**src/sv/steq_pkg.sv**
```systemverilog
package steq_pkg;

  localparam int DEPTH_DEF = 16;

  localparam logic [2:0] OP_TICK = 3'd0;
  localparam logic [2:0] OP_ADD  = 3'd1;
  localparam logic [2:0] OP_DEL  = 3'd2;
  localparam logic [2:0] OP_MOD  = 3'd3;
  localparam logic [2:0] OP_LOAD = 3'd4;

  localparam logic [1:0] ST_OK       = 2'd0;
  localparam logic [1:0] ST_FULL     = 2'd1;
  localparam logic [1:0] ST_NOTFOUND = 2'd2;

  typedef struct packed {
    logic [7:0]  id;
    logic [31:0] dl;
  } entry_t;

  typedef struct packed {
    logic [2:0]  op;
    logic [7:0]  id;
    logic [31:0] dl;
    logic [31:0] now;
    logic        resched;
  } cmd_t;

  typedef struct packed {
    logic       valid;
    logic       fired_valid;
    logic [7:0] fired_id;
    logic [1:0] status;
    logic       resched;
    logic       last;
  } res_t;

endpackage

```
**src/sv/steq_mem.sv**
```systemverilog
module steq_mem #(
  parameter int DEPTH = steq_pkg::DEPTH_DEF
) (
  input  logic                     clk,
  input  logic                     we,
  input  logic [$clog2(DEPTH)-1:0] waddr,
  input  steq_pkg::entry_t         wdata,
  input  logic [$clog2(DEPTH)-1:0] raddr,
  output steq_pkg::entry_t         rdata
);
  import steq_pkg::*;

  entry_t mem [DEPTH];

  always_ff @(posedge clk) begin
    if (we) begin
      mem[waddr] <= wdata;
    end
  end

  always_ff @(posedge clk) begin
    rdata <= mem[raddr];
  end

endmodule

```
**src/sv/steq_ctrl.sv**
```systemverilog
module steq_ctrl #(
  parameter int DEPTH = steq_pkg::DEPTH_DEF
) (
  input  logic                     clk,
  input  logic                     rst_n,
  input  logic                     acc,
  input  steq_pkg::cmd_t           cmd,
  output logic                     busy,
  output steq_pkg::res_t           res,
  output logic                     mem_we,
  output logic [$clog2(DEPTH)-1:0] mem_waddr,
  output steq_pkg::entry_t         mem_wdata,
  output logic [$clog2(DEPTH)-1:0] mem_raddr,
  input  steq_pkg::entry_t         mem_rdata
);
  import steq_pkg::*;

  localparam int AW = $clog2(DEPTH);
  localparam int CW = $clog2(DEPTH + 1);

  typedef enum logic [2:0] {
    S_IDLE = 3'b001,
    S_SCAN = 3'b010,
    S_INS  = 3'b100
  } state_t;

  state_t        state_r, state_nxt;
  cmd_t          cmd_r, cmd_nxt;
  logic [CW-1:0] cnt_r, cnt_nxt;
  logic [CW-1:0] ridx_r, ridx_nxt;
  logic [CW-1:0] widx_r, widx_nxt;
  logic [AW-1:0] pidx_r, pidx_nxt;
  logic          pvld_r, pvld_nxt;
  logic          found_r, found_nxt;
  logic          pend_r, pend_nxt;
  logic [7:0]    pend_id_r, pend_id_nxt;
  res_t          res_r, res_nxt;

  logic          is_tick;
  logic          le;
  logic [31:0]   cmp_b;
  logic [CW-1:0] rm1;
  logic          issue;

  assign is_tick = (cmd_r.op == OP_TICK);
  // shared comparator: expiry test on tick, slot search on insert
  assign cmp_b   = is_tick ? cmd_r.now : cmd_r.dl;
  assign le      = (mem_rdata.dl <= cmp_b);
  assign rm1     = ridx_r - CW'(1);
  assign issue   = (ridx_r != '0);

  assign busy = (state_r != S_IDLE);
  assign res  = res_r;

  always_comb begin
    state_nxt   = state_r;
    cmd_nxt     = cmd_r;
    cnt_nxt     = cnt_r;
    ridx_nxt    = ridx_r;
    widx_nxt    = widx_r;
    pidx_nxt    = pidx_r;
    pvld_nxt    = pvld_r;
    found_nxt   = found_r;
    pend_nxt    = pend_r;
    pend_id_nxt = pend_id_r;
    res_nxt     = '0;
    mem_we      = 1'b0;
    mem_waddr   = widx_r[AW-1:0];
    mem_wdata   = mem_rdata;
    mem_raddr   = ridx_r[AW-1:0];

    unique case (state_r)
      S_IDLE: begin
        if (acc) begin
          cmd_nxt   = cmd;
          ridx_nxt  = '0;
          widx_nxt  = '0;
          pvld_nxt  = 1'b0;
          found_nxt = 1'b0;
          pend_nxt  = 1'b0;
          if (cmd.op == OP_TICK || cmd.op == OP_ADD || cmd.op == OP_DEL ||
              cmd.op == OP_MOD) begin
            state_nxt = S_SCAN;
          end else begin
            res_nxt.valid = 1'b1;
            res_nxt.last  = 1'b1;
          end
        end
      end

      S_SCAN: begin
        // forward compaction: read one ahead, write kept words behind
        if (ridx_r < cnt_r) begin
          ridx_nxt = ridx_r + CW'(1);
          pvld_nxt = 1'b1;
        end else begin
          pvld_nxt = 1'b0;
        end
        if (pvld_r) begin
          if (is_tick && le) begin
            if (pend_r) begin
              res_nxt.valid       = 1'b1;
              res_nxt.fired_valid = 1'b1;
              res_nxt.fired_id    = pend_id_r;
              res_nxt.status      = ST_OK;
              res_nxt.resched     = cmd_r.resched;
            end
            pend_nxt    = 1'b1;
            pend_id_nxt = mem_rdata.id;
          end else if (!is_tick && !found_r && mem_rdata.id == cmd_r.id) begin
            found_nxt = 1'b1;
          end else begin
            mem_we   = 1'b1;
            widx_nxt = widx_r + CW'(1);
          end
        end else if (ridx_r == cnt_r) begin
          if (is_tick) begin
            cnt_nxt             = widx_r;
            res_nxt.valid       = 1'b1;
            res_nxt.fired_valid = pend_r;
            res_nxt.fired_id    = pend_r ? pend_id_r : 8'd0;
            res_nxt.status      = ST_OK;
            res_nxt.resched     = cmd_r.resched;
            res_nxt.last        = 1'b1;
            state_nxt           = S_IDLE;
          end else if (cmd_r.op == OP_DEL) begin
            cnt_nxt        = widx_r;
            res_nxt.valid  = 1'b1;
            res_nxt.status = found_r ? ST_OK : ST_NOTFOUND;
            res_nxt.last   = 1'b1;
            state_nxt      = S_IDLE;
          end else if (!found_r && cnt_r == CW'(DEPTH)) begin
            res_nxt.valid  = 1'b1;
            res_nxt.status = ST_FULL;
            res_nxt.last   = 1'b1;
            state_nxt      = S_IDLE;
          end else begin
            cnt_nxt   = widx_r;
            ridx_nxt  = widx_r;
            pvld_nxt  = 1'b0;
            state_nxt = S_INS;
          end
        end
      end

      S_INS: begin
        // walk down from the tail, shifting later deadlines up by one
        mem_raddr = rm1[AW-1:0];
        pvld_nxt  = issue;
        if (issue) begin
          ridx_nxt = rm1;
          pidx_nxt = rm1[AW-1:0];
        end
        if (pvld_r) begin
          mem_we    = 1'b1;
          mem_waddr = pidx_r + AW'(1);
          if (le) begin
            mem_wdata.id   = cmd_r.id;
            mem_wdata.dl   = cmd_r.dl;
            cnt_nxt        = cnt_r + CW'(1);
            res_nxt.valid  = 1'b1;
            res_nxt.status = ST_OK;
            res_nxt.last   = 1'b1;
            state_nxt      = S_IDLE;
          end
        end else if (!issue) begin
          mem_we         = 1'b1;
          mem_waddr      = '0;
          mem_wdata.id   = cmd_r.id;
          mem_wdata.dl   = cmd_r.dl;
          cnt_nxt        = cnt_r + CW'(1);
          res_nxt.valid  = 1'b1;
          res_nxt.status = ST_OK;
          res_nxt.last   = 1'b1;
          state_nxt      = S_IDLE;
        end
      end

      default: begin
        state_nxt = S_IDLE;
      end
    endcase
  end

  always_ff @(posedge clk) begin
    if (!rst_n) begin
      state_r <= S_IDLE;
      cnt_r   <= '0;
      res_r   <= '0;
    end else begin
      state_r <= state_nxt;
      cnt_r   <= cnt_nxt;
      res_r   <= res_nxt;
    end
  end

  always_ff @(posedge clk) begin
    cmd_r     <= cmd_nxt;
    ridx_r    <= ridx_nxt;
    widx_r    <= widx_nxt;
    pidx_r    <= pidx_nxt;
    pvld_r    <= pvld_nxt;
    found_r   <= found_nxt;
    pend_r    <= pend_nxt;
    pend_id_r <= pend_id_nxt;
  end

endmodule

```
**src/sv/sorted_timer_event_queue_top.sv**
```systemverilog
// Tick and delete: scan of N queued entries, ending in a result marked last.
// Add and modify: scan, then insertion walk if a slot is free; busy is high throughout.
// Load quantum and unused codes: result the next cycle, busy stays low.
// Fired ids stream out at most one a cycle; the receiver cannot stall them.
// Synchronous reset empties the queue and zeroes the quantum; stored words are not cleared.
module sorted_timer_event_queue_top #(
  parameter int DEPTH = steq_pkg::DEPTH_DEF
) (
  input  logic        clk,
  input  logic        rst_n,
  input  logic        start,
  output logic        busy,
  input  logic [2:0]  in_op,
  input  logic [7:0]  in_timer_id,
  input  logic [31:0] in_deadline,
  input  logic [31:0] in_now,
  input  logic signed [15:0] in_quantum,
  output logic        out_valid,
  output logic        out_fired_valid,
  output logic [7:0]  out_fired_id,
  output logic [1:0]  out_status,
  output logic        out_resched,
  output logic        out_last
);
  import steq_pkg::*;

  localparam int AW = $clog2(DEPTH);

  logic signed [15:0] quantum_r, quantum_nxt;
  logic               acc;
  logic               nonpos;
  cmd_t               cmd;
  res_t               res;
  logic               mem_we;
  logic [AW-1:0]      mem_waddr, mem_raddr;
  entry_t             mem_wdata, mem_rdata;

  assign acc    = start && !busy;
  assign nonpos = (quantum_r == 16'sd0) || quantum_r[15];

  always_comb begin
    quantum_nxt = quantum_r;
    if (acc) begin
      if (in_op == OP_TICK) begin
        // saturates at the most negative value
        if (quantum_r != 16'sh8000) begin
          quantum_nxt = quantum_r - 16'sd1;
        end
      end else if (in_op == OP_LOAD) begin
        quantum_nxt = in_quantum;
      end
    end
  end

  always_ff @(posedge clk) begin
    if (!rst_n) begin
      quantum_r <= '0;
    end else begin
      quantum_r <= quantum_nxt;
    end
  end

  assign cmd.op      = in_op;
  assign cmd.id      = in_timer_id;
  assign cmd.dl      = in_deadline;
  assign cmd.now     = in_now;
  assign cmd.resched = nonpos;

  steq_ctrl #(.DEPTH(DEPTH)) u_ctrl (
    .clk       (clk),
    .rst_n     (rst_n),
    .acc       (acc),
    .cmd       (cmd),
    .busy      (busy),
    .res       (res),
    .mem_we    (mem_we),
    .mem_waddr (mem_waddr),
    .mem_wdata (mem_wdata),
    .mem_raddr (mem_raddr),
    .mem_rdata (mem_rdata)
  );

  steq_mem #(.DEPTH(DEPTH)) u_mem (
    .clk   (clk),
    .we    (mem_we),
    .waddr (mem_waddr),
    .wdata (mem_wdata),
    .raddr (mem_raddr),
    .rdata (mem_rdata)
  );

  assign out_valid       = res.valid;
  assign out_fired_valid = res.fired_valid;
  assign out_fired_id    = res.fired_id;
  assign out_status      = res.status;
  assign out_resched     = res.resched;
  assign out_last        = res.last;

endmodule

```
**config.mk**
```make
export PLATFORM = sky130hd
export DESIGN_NAME = sorted_timer_event_queue_top
export DESIGN_NICKNAME = d
export VERILOG_FILES = /design/src/sv/steq_pkg.sv /design/src/sv/steq_mem.sv /design/src/sv/steq_ctrl.sv /design/src/sv/sorted_timer_event_queue_top.sv
export SDC_FILE = /design/constraint.sdc
export NUM_CORES = 1
export LEC_CHECK = 0
export ABC_AREA = 1
export BUFFER_PORTS_ARGS = -buffer_cell sky130_fd_sc_hd__buf_2
export CAP_MARGIN = 20
export CORE_ASPECT_RATIO = 1.4
export CORE_MARGIN = 2
export CORE_UTILIZATION = 45
export CTS_CLUSTER_SIZE = 12
export DETAILED_ROUTE_END_ITERATION = 16
export PLACE_DENSITY = 0.64
export SYNTH_ARGS = -nofsm -noshare
export SYNTH_HDL_FRONTEND = slang
export SYNTH_HIERARCHICAL = 1
export SYNTH_SLANG_ARGS = --single-unit
```
**constraint.sdc**
```tcl
create_clock -name clk -period 6.75 [get_ports clk]
set_input_delay 1.0125 -clock clk [delete_from_list [all_inputs] [get_ports clk]]
set_output_delay 1.0125 -clock clk [all_outputs]
set_load 0.01 [all_outputs]
```
==> results by group, run 1 <==
Floorplan
  • Die Width: 246 um
  • Number of placed I/O pins: 109
  • Die outline height: 343 um
  • Core Area: 81,500 um2
  • Die footprint: 84,500 um2
  • Number of rows created at floorplan: 124
  • Initial standard-cell utilization of the core: 45.4%

STA
  • RSZ-0062 raised after global routing: false
  • Final Max Slew Viols: 0
  • Final sum of negative setup slack: 0 ns
  • Worst-Margin Slew: 1.09 ns
  • Fin. Hold Viols: 0
  • Ratio of final minimum period to clock period: 76.4%
  • Post-route minimum period: 5.16 ns
  • Final clock skew: 0.0170 ns
  • Final setup violating endpoints: 0
  • Relative slew margins: 27.3%
  • FMAX: 0.194 GHz
  • Final worst-path setup slack: 1.59 ns

Layout
  • Share of final-layout standard cells stronger than drive strength 1: 9.18%
  • Total area of multi-input combinational cells: 10,000 um2
  • Final design area excluding fillers: 41,200 um2
  • Most common library cell in the layout ignoring fill and taps: sky130_fd_sc_hd__nand2_1
  • Fin nets: 3,942
  • Register Area: 23,800 um2
  • Final standard cell utilization of the core: 50.6%
  • Growth of design area from synthesis to finish: 11.5%
  • Number of inserted diodes: 0
  • Filler Cell Count: 7,225
  • Most used cells in the layout excluding fill and tap cells: 1,081 x sky130_fd_sc_hd__nand2_1, 741 x sky130_fd_sc_hd__edfxtp_1, 599 x sky130_fd_sc_hd__inv_1

Worst setup path
  • Reg-to-reg startpoint: u_ctrl/cmd_r[73]
  • Critical Path Max Stage Delay: 0.58 ns
  • Kind of end point of the critical path: flop
  • CP cell instances: nor2_1 -> inv_1 -> nor2_1 -> inv_2 -> buf_4 -> nand2_1 -> o21ai_0 -> ha_1 -> nand2_1 -> a21oi_1 -> nor2_1 -> nand2_1 -> nand2_1 -> nand2_1 -> nand2_1 -> nand2_1 -> nand2_4 -> nand2_1 -> nand2_1 -> nand2_1 -> nand3b_1 -> nor2_4 -> buf_4
  • Destination of the worst register-to-register timing path: u_mem/mem[8][7]
  • Critical Path Fanout Max: 39
  • R2R setup slack: 1.59 ns
  • Kind of cell adding the most delay to the critical path: simple AND/OR/NAND/NOR gates
  • Kind of critical path: reg -> reg
  • Crit path required time: 7.05 ns
  • Buffer and inverter count on the worst path: 4
  • Critical path data arrival time: 5.45 ns
  • Crit path launch type: flop
  • Slowest stage cell, crit path: sky130_fd_sc_hd__nor2_4
  • Worst path most repeated cell: sky130_fd_sc_hd__nand2_1
  • Worst Reg-to-Reg Cells: 23

Global route
  • Largest net degree at the start of global routing: 162
  • Via count of the first global-routing pass: 24.7k
  • Number of antenna violations at the first check in global routing: 0
  • First-pass GRT wire length: 146,000 um
  • Global route total overflow: 0
  • Global Route Usage Sum: 23.0%

Routing
  • Number of nets still failing antenna checks after routing: 0
  • Vias: 25.8k
  • Count of unresolved DRC violations after routing: 0
  • Iteration-0 DRC Markers: 2,094
  • First-pass iteration count of the detailed router: 5
  • WL per Instance: 19.8 um
  • Vias per inst: 5.22
  • Total wire length after detailed routing: 97,600 um

Synthesis
  • Share of the synthesized area in the top cell type: 60.2%
  • Biggest area contributors in the synthesized netlist: sky130_fd_sc_hd__edfxtp_1 60%, sky130_fd_sc_hd__nand2_1 11%, sky130_fd_sc_hd__nand3_1 7.1%
  • Number of distinct library cell variants in the gate-level netlist after synthesis: 44
  • Yosys warnings: 6
  • Library cell with the largest summed area after synthesis: sky130_fd_sc_hd__edfxtp_1
  • Most used flip-flop cell after synthesis: sky130_fd_sc_hd__edfxtp_1
  • Synthesized instance count: 3,714
  • Cell area after synthesis: 37,000 um2
  • Share of synthesized area occupied by flip-flops and latches: 64.4%
  • Fraction of registers with async set/reset: 0%
  • Synth Area per Inst: 9.95 um2
  • Syn Nets: 3,854
  • Number of enable-type register cells in the synthesized netlist: 741
  • Synthesis-stage register bit count: 819

Pwr
  • Leakage dissipation: 0.0176 uW
  • Ratio of total power to cell area: 420 nW/um2
  • Maximum VDD drop: 0.368 mV

Min path
  • Origin of the worst min-delay path: u_ctrl/pend_id_r[7]
  • Path class of the lowest-slack min-delay path: reg -> reg
  • End point of the worst hold path: u_ctrl/res[11]
  • Hold path cells: 2

Place
  • Post-placement cell area: 38,500 um2
  • HPWL reported at the end of detailed placement: 55,600 um
  • Routability congestion estimate: 0.823
  • Worst slack, placed: 1.67 ns
  • Count of buffers from port buffering: 108

Clock tree
  • TritonCTS Buffers: 82
  • Clk buf depth: 3
  • Total number of clock tree sinks: 819
  • Hold bufs inserted after CTS: 0
  • Post-CTS setup-driven buffer insertion count: 0
  • Htree depth: 3
  • CTS tree: yes
  • Resized cells post-CTS: 0
  • Skew-Pair Late Insertion Delay: 0.65 ns
  • Clock slew at the register clock pins of the worst setup and hold paths: 0.06 ns
  • Clock tree root driver cell: sky130_fd_sc_hd__clkbuf_16

Outcome
  • Status: completed

Flow run
  • Max-cap check violation count: 0
[logic make-up after synthesis]
| family | Yosys count | synth area share, % |
|---|---|---|
| and+or+nand+nor | 1812 | 20.8 |
| DFF | 819 | 64.4 |
| AOI/OAI and AO/OA | 236 | 3.95 |
| xor gates and xnor gates | 12 | 0.284 |
| buffers and inverters | 789 | 8.98 |
| adders and majority gates | 46 | 1.56 |
[layer usage]
metal	vias up	wire length (um)	track usage [%]
li1	12400	-	-
met1	12300	37400	27.0
met2	908	50500	41.5
met3	223	5720	3.08
met4	0	3950	10.7
met5	-	0	0
[area by class of cell]
type	count	area share, %
clock buffer	140	5.89
tap	1071	3.25
timing repair buffer	183	2.86
multi-input combinational	2106	24.3
sequential	819	57.8
clock inverter	11	0.325
inverter	610	5.61
[worst max path at each step]
stage / start / endpoint / slack [ns] / cells past startpoint
2_1_floorplan: u_ctrl/cmd_r[73] / u_mem/mem[12][0] / 1.73 / 22
3_3_place_gp: u_ctrl/cmd_r[73] / u_mem/mem[8][7] / 1.74 / 23
3_5_place_dp: u_ctrl/cmd_r[73] / u_mem/mem[8][7] / 1.67 / 20
4_1_cts: u_ctrl/cmd_r[73] / u_mem/mem[8][7] / 1.65 / 20
5_1_grt: u_ctrl/cmd_r[73] / u_mem/mem[8][7] / 1.27 / 20
6_report: u_ctrl/cmd_r[73] / u_mem/mem[8][7] / 1.59 / 23
[per-stage QoR]
stage	hold WS (ns)	instances	total power [uW]
after floorplan	0.439	3714	11100
final	0.479	4940	17300
after global routing	0.513	4940	18300
after global placement	0.464	4771	12800
after CTS	0.489	4925	17300
after detailed placement	0.468	4774	12900
[state kept, by name (all words and copies together), names as in the netlist]
| signal | cells |
|---|---|
| u_ctrl/found_r | 1 |
| u_ctrl/pend_r | 1 |
| u_mem/mem | 640 |
| u_ctrl/widx_r | 5 |
| u_ctrl/pvld_r | 1 |
| u_ctrl/state_r | 3 |
| u_ctrl/ridx_r | 5 |
| quantum_r | 16 |
| u_ctrl/pidx_r | 4 |
| u_ctrl/cnt_r | 5 |
| u_mem/rdata | 40 |
| u_ctrl/res | 14 |
| u_ctrl/pend_id_r | 8 |
| u_ctrl/cmd_r | 76 |
[where the power goes]
| part | switching, uW | internal [uW] | leakage (uW) | total (uW) |
|---|---|---|---|---|
| Combinational | 4270 | 1610 | 0.00902 | 5880 |
| Clock | 1870 | 2550 | 0.00123 | 4420 |
| Sequential | 424 | 6610 | 0.00736 | 7030 |
| Total | 6550 | 10800 | 0.0176 | 17300 |
[tightest hold or removal path, delay by kind of cell, from the launching register on]
kind | cells | cell delay [ns]
flops | 1 | 0.32
simple gates | 1 | 0.08
buf+inv | 1 | 0.04
[cell usage after synthesis, types with 3 or more instances]
library cell / number
sky130_fd_sc_hd__nand3_1: 522
sky130_fd_sc_hd__o221ai_1: 41
sky130_fd_sc_hd__o211ai_1: 41
sky130_fd_sc_hd__edfxtp_1: 741
sky130_fd_sc_hd__o21ai_0: 72
sky130_fd_sc_hd__nor2_1: 144
sky130_fd_sc_hd__a21oi_1: 74
sky130_fd_sc_hd__buf_4: 26
sky130_fd_sc_hd__inv_2: 6
sky130_fd_sc_hd__buf_6: 19
sky130_fd_sc_hd__xnor2_1: 4
sky130_fd_sc_hd__nand2_1: 1083
sky130_fd_sc_hd__dfxtp_1: 78
sky130_fd_sc_hd__nor2_2: 17
sky130_fd_sc_hd__nand4_1: 8
sky130_fd_sc_hd__nand2_2: 4
sky130_fd_sc_hd__nor3_1: 9
sky130_fd_sc_hd__ha_1: 46
sky130_fd_sc_hd__nand3b_1: 4
sky130_fd_sc_hd__xor2_1: 8
sky130_fd_sc_hd__nor2_4: 3
sky130_fd_sc_hd__inv_1: 602
sky130_fd_sc_hd__o21a_1: 4
sky130_fd_sc_hd__clkbuf_1: 52
sky130_fd_sc_hd__buf_2: 65
sky130_fd_sc_hd__or2_2: 4
sky130_fd_sc_hd__buf_1: 15
No activity file was read; power rests on OpenSTA's default activity.
==> run 2, diff against run 1 <==
==> constraint.sdc (replaced) <==
create_clock -name clk -period 4.9 [get_ports clk]
set_input_delay 0.735 -clock clk [delete_from_list [all_inputs] [get_ports clk]]
set_output_delay 0.735 -clock clk [all_outputs]
set_load 0.01 [all_outputs]
==> results by group, run 2 (synthesis gave the netlist of run 1 again) <==
Outcome
  • Status: completed

Pwr
  • Leakage dissipation: 0.0177 uW (+0.30%)
  • Ratio of total power to cell area: 578 nW/um2 (+37%)
  • Maximum VDD drop: 0.431 mV (+17%)

Clock tree
  • Clock slew at the register clock pins of the worst setup and hold paths: 0.06 ns (about the same)
  • TritonCTS Buffers: 82 (unchanged)
  • Post-CTS setup-driven buffer insertion count: 0 (unchanged)
  • Clk buf depth: 3 (unchanged)
  • Resized cells post-CTS: 0 (unchanged)
  • Total number of clock tree sinks: 819 (unchanged)
  • Clock tree root driver cell: sky130_fd_sc_hd__clkbuf_16
  • Htree depth: 3 (unchanged)
  • CTS tree: yes
  • Hold bufs inserted after CTS: 0 (unchanged)
  • Skew-Pair Late Insertion Delay: 0.65 ns (about the same)

Layout
  • Most used cells in the layout excluding fill and tap cells: 1,081 x sky130_fd_sc_hd__nand2_1, 741 x sky130_fd_sc_hd__edfxtp_1, 599 x sky130_fd_sc_hd__inv_1
  • Top flop regs: u_mem/mem x640, u_ctrl/cmd_r x76, u_mem/rdata x40
  • Final design area excluding fillers: 41,300 um2 (+0.18%)
  • Register Area: 23,800 um2 (unchanged)
  • Most flops, register: u_mem/mem
  • Filler Cell Count: 7,278 (+0.73%)
  • Growth of design area from synthesis to finish: 11.7%
  • Final standard cell utilization of the core: 50.7% (+0.092 points)
  • Share of final-layout standard cells stronger than drive strength 1: 9.57% (+0.39 points)
  • Max FFs per register: 640 (unchanged)
  • Most common library cell in the layout ignoring fill and taps: sky130_fd_sc_hd__nand2_1
  • Fin nets: 3,962 (+0.51%)
  • Total area of multi-input combinational cells: 10,000 um2 (unchanged)

STA
  • Final setup violating endpoints: 0 (unchanged)
  • Final clock skew: 0.0185 ns (+0.00148 ns)
  • Worst-Margin Slew: 1.12 ns (+0.0327 ns)
  • RSZ-0062 raised after global routing: false
  • Fin. Hold Viols: 0 (unchanged)
  • Final worst-path setup slack: 0.299 ns (-1.29 ns)
  • Post-route minimum period: 4.60 ns (-0.556 ns)
  • Relative slew margins: 25.1% (-2.2 points)
  • Final Max Slew Viols: 0 (unchanged)
  • Worst slack on hold paths: 0.263 ns (-0.216 ns)
  • Ratio of final minimum period to clock period: 93.9% (+18 points)
  • FMAX: 0.217 GHz (+12%)

Floorplan
  • Die Width: 246 um (unchanged)
  • Core Area: 81,500 um2 (unchanged)
  • Initial standard-cell utilization of the core: 45.4% (unchanged)
  • Die footprint: 84,500 um2 (unchanged)
  • Number of placed I/O pins: 109 (unchanged)
  • Die outline height: 343 um (unchanged)
  • Number of rows created at floorplan: 124 (unchanged)

Global route
  • Largest net degree at the start of global routing: 161 (-0.62%)
  • First-pass GRT wire length: 150,000 um (+2.9%)
  • Global route total overflow: 0 (unchanged)
  • Number of antenna violations at the first check in global routing: 0 (unchanged)
  • Via count of the first global-routing pass: 24.9k (+0.98%)
  • Global Route Usage Sum: 23.6% (+0.60 points)

Worst setup path
  • Reg-to-reg startpoint: u_ctrl/cmd_r[73]
  • Critical path data arrival time: 4.94 ns (-0.51 ns)
  • Crit path required time: 5.24 ns (-1.81 ns)
  • Buffer and inverter count on the worst path: 4 (unchanged)
  • Critical Path Max Stage Delay: 0.52 ns (-0.06 ns)
  • Critical Path Fanout Max: 48 (+23%)
  • CP cell instances: nor2_1 -> inv_1 -> nor2_1 -> inv_2 -> buf_4 -> nand2_1 -> o21ai_0 -> ha_1 -> nand2_1 -> nor2_2 -> nand2_1 -> nor4_4 -> nand2_1 -> nand2_1 -> nand2_4 -> nand2_1 -> nand2_1 -> nand2_1 -> nand3_1 -> nor2_4 -> buf_12
  • Destination of the worst register-to-register timing path: u_mem/mem[12][22]
  • Worst Reg-to-Reg Cells: 21 (-8.7%)
  • Crit path launch type: flop
  • R2R setup slack: 0.30 ns (-1.29 ns)
  • Worst path most repeated cell: sky130_fd_sc_hd__nand2_1
  • Kind of critical path: reg -> reg
  • Kind of cell adding the most delay to the critical path: simple AND/OR/NAND/NOR gates
  • Kind of end point of the critical path: flop
  • Slowest stage cell, crit path: sky130_fd_sc_hd__nor2_4
  • Critical path depth in cells: 21 (-8.7%)

Place
  • Count of buffers from port buffering: 108 (unchanged)
  • Worst slack, placed: 0.249 ns (-1.42 ns)
  • Routability congestion estimate: 0.840 (+2.1%)
  • HPWL reported at the end of detailed placement: 58,900 um (+5.9%)
  • Post-placement cell area: 38,800 um2 (+0.54%)

Routing
  • Total wire length after detailed routing: 100,000 um (+2.5%)
  • Iteration-0 DRC Markers: 2,044 (-2.4%)
  • Vias: 26.0k (+0.89%)
  • Count of unresolved DRC violations after routing: 0 (unchanged)
  • Vias per inst: 5.25 (+0.46%)
  • Number of nets still failing antenna checks after routing: 0 (unchanged)
  • WL per Instance: 20.2 um (+2.1%)
  • First-pass iteration count of the detailed router: 8 (+3)

Min path
  • End point of the worst hold path: u_ctrl/cmd_r[2]
  • Origin of the worst min-delay path: in_now[1]
  • Path class of the lowest-slack min-delay path: in -> reg
  • Hold path cells: 1 (-1)

Flow run
  • Max-cap check violation count: 0 (unchanged)
-- run 2: layer usage --
metal	track usage [%]	vias to the layer above	share of wire [%]
met2	42.8	998	52
met3	2.96	204	6.1
li1	-	12400	-
met5	0	-	0
met1	27.7	12400	38
met4	10.6	0	3.7
-- run 2: power breakdown --
part	switching (uW)	total [uW]	internal (uW)
clock	2590	5840	3250
combinational	6000	8320	2320
sequential	601	9700	9100
total	9190	23900	14700
-- run 2: cell type report --
| cell class | instances | share of cell area (%) |
|---|---|---|
| Multi-Input combinational cell | 2106 | 24.2 |
| Clock buffer | 134 | 5.54 |
| Clock inverter | 17 | 0.352 |
| Sequential cell | 819 | 57.7 |
| Tap cell | 1071 | 3.25 |
| Antenna cell | 1 | 0.00606 |
| Timing Repair Buffer | 203 | 3.34 |
| Inverter | 610 | 5.60 |
-- run 2: metrics by stage --
step	TNS, ns	cells	total power (uW)
finish	0	4961	23900
floorplan	-58.29	3714	15300
global placement	0	4792	17900
global route	0	4960	25100
CTS	0	4946	23900
detailed placement	0	4795	18000
-- run 2: worst max-delay path by stage --
stage / slack, ns / end / startpoint
floorplan: -0.12 / u_mem/mem[12][0] / u_ctrl/cmd_r[73]
global placement: 0.32 / u_mem/mem[7][37] / u_ctrl/cmd_r[73]
detailed placement: 0.25 / u_mem/mem[6][27] / u_ctrl/cmd_r[73]
CTS: 0.24 / u_mem/mem[14][27] / u_ctrl/cmd_r[73]
global route: 0.02 / u_mem/mem[12][18] / u_ctrl/cmd_r[73]
finish: 0.30 / u_mem/mem[12][22] / u_ctrl/cmd_r[73]
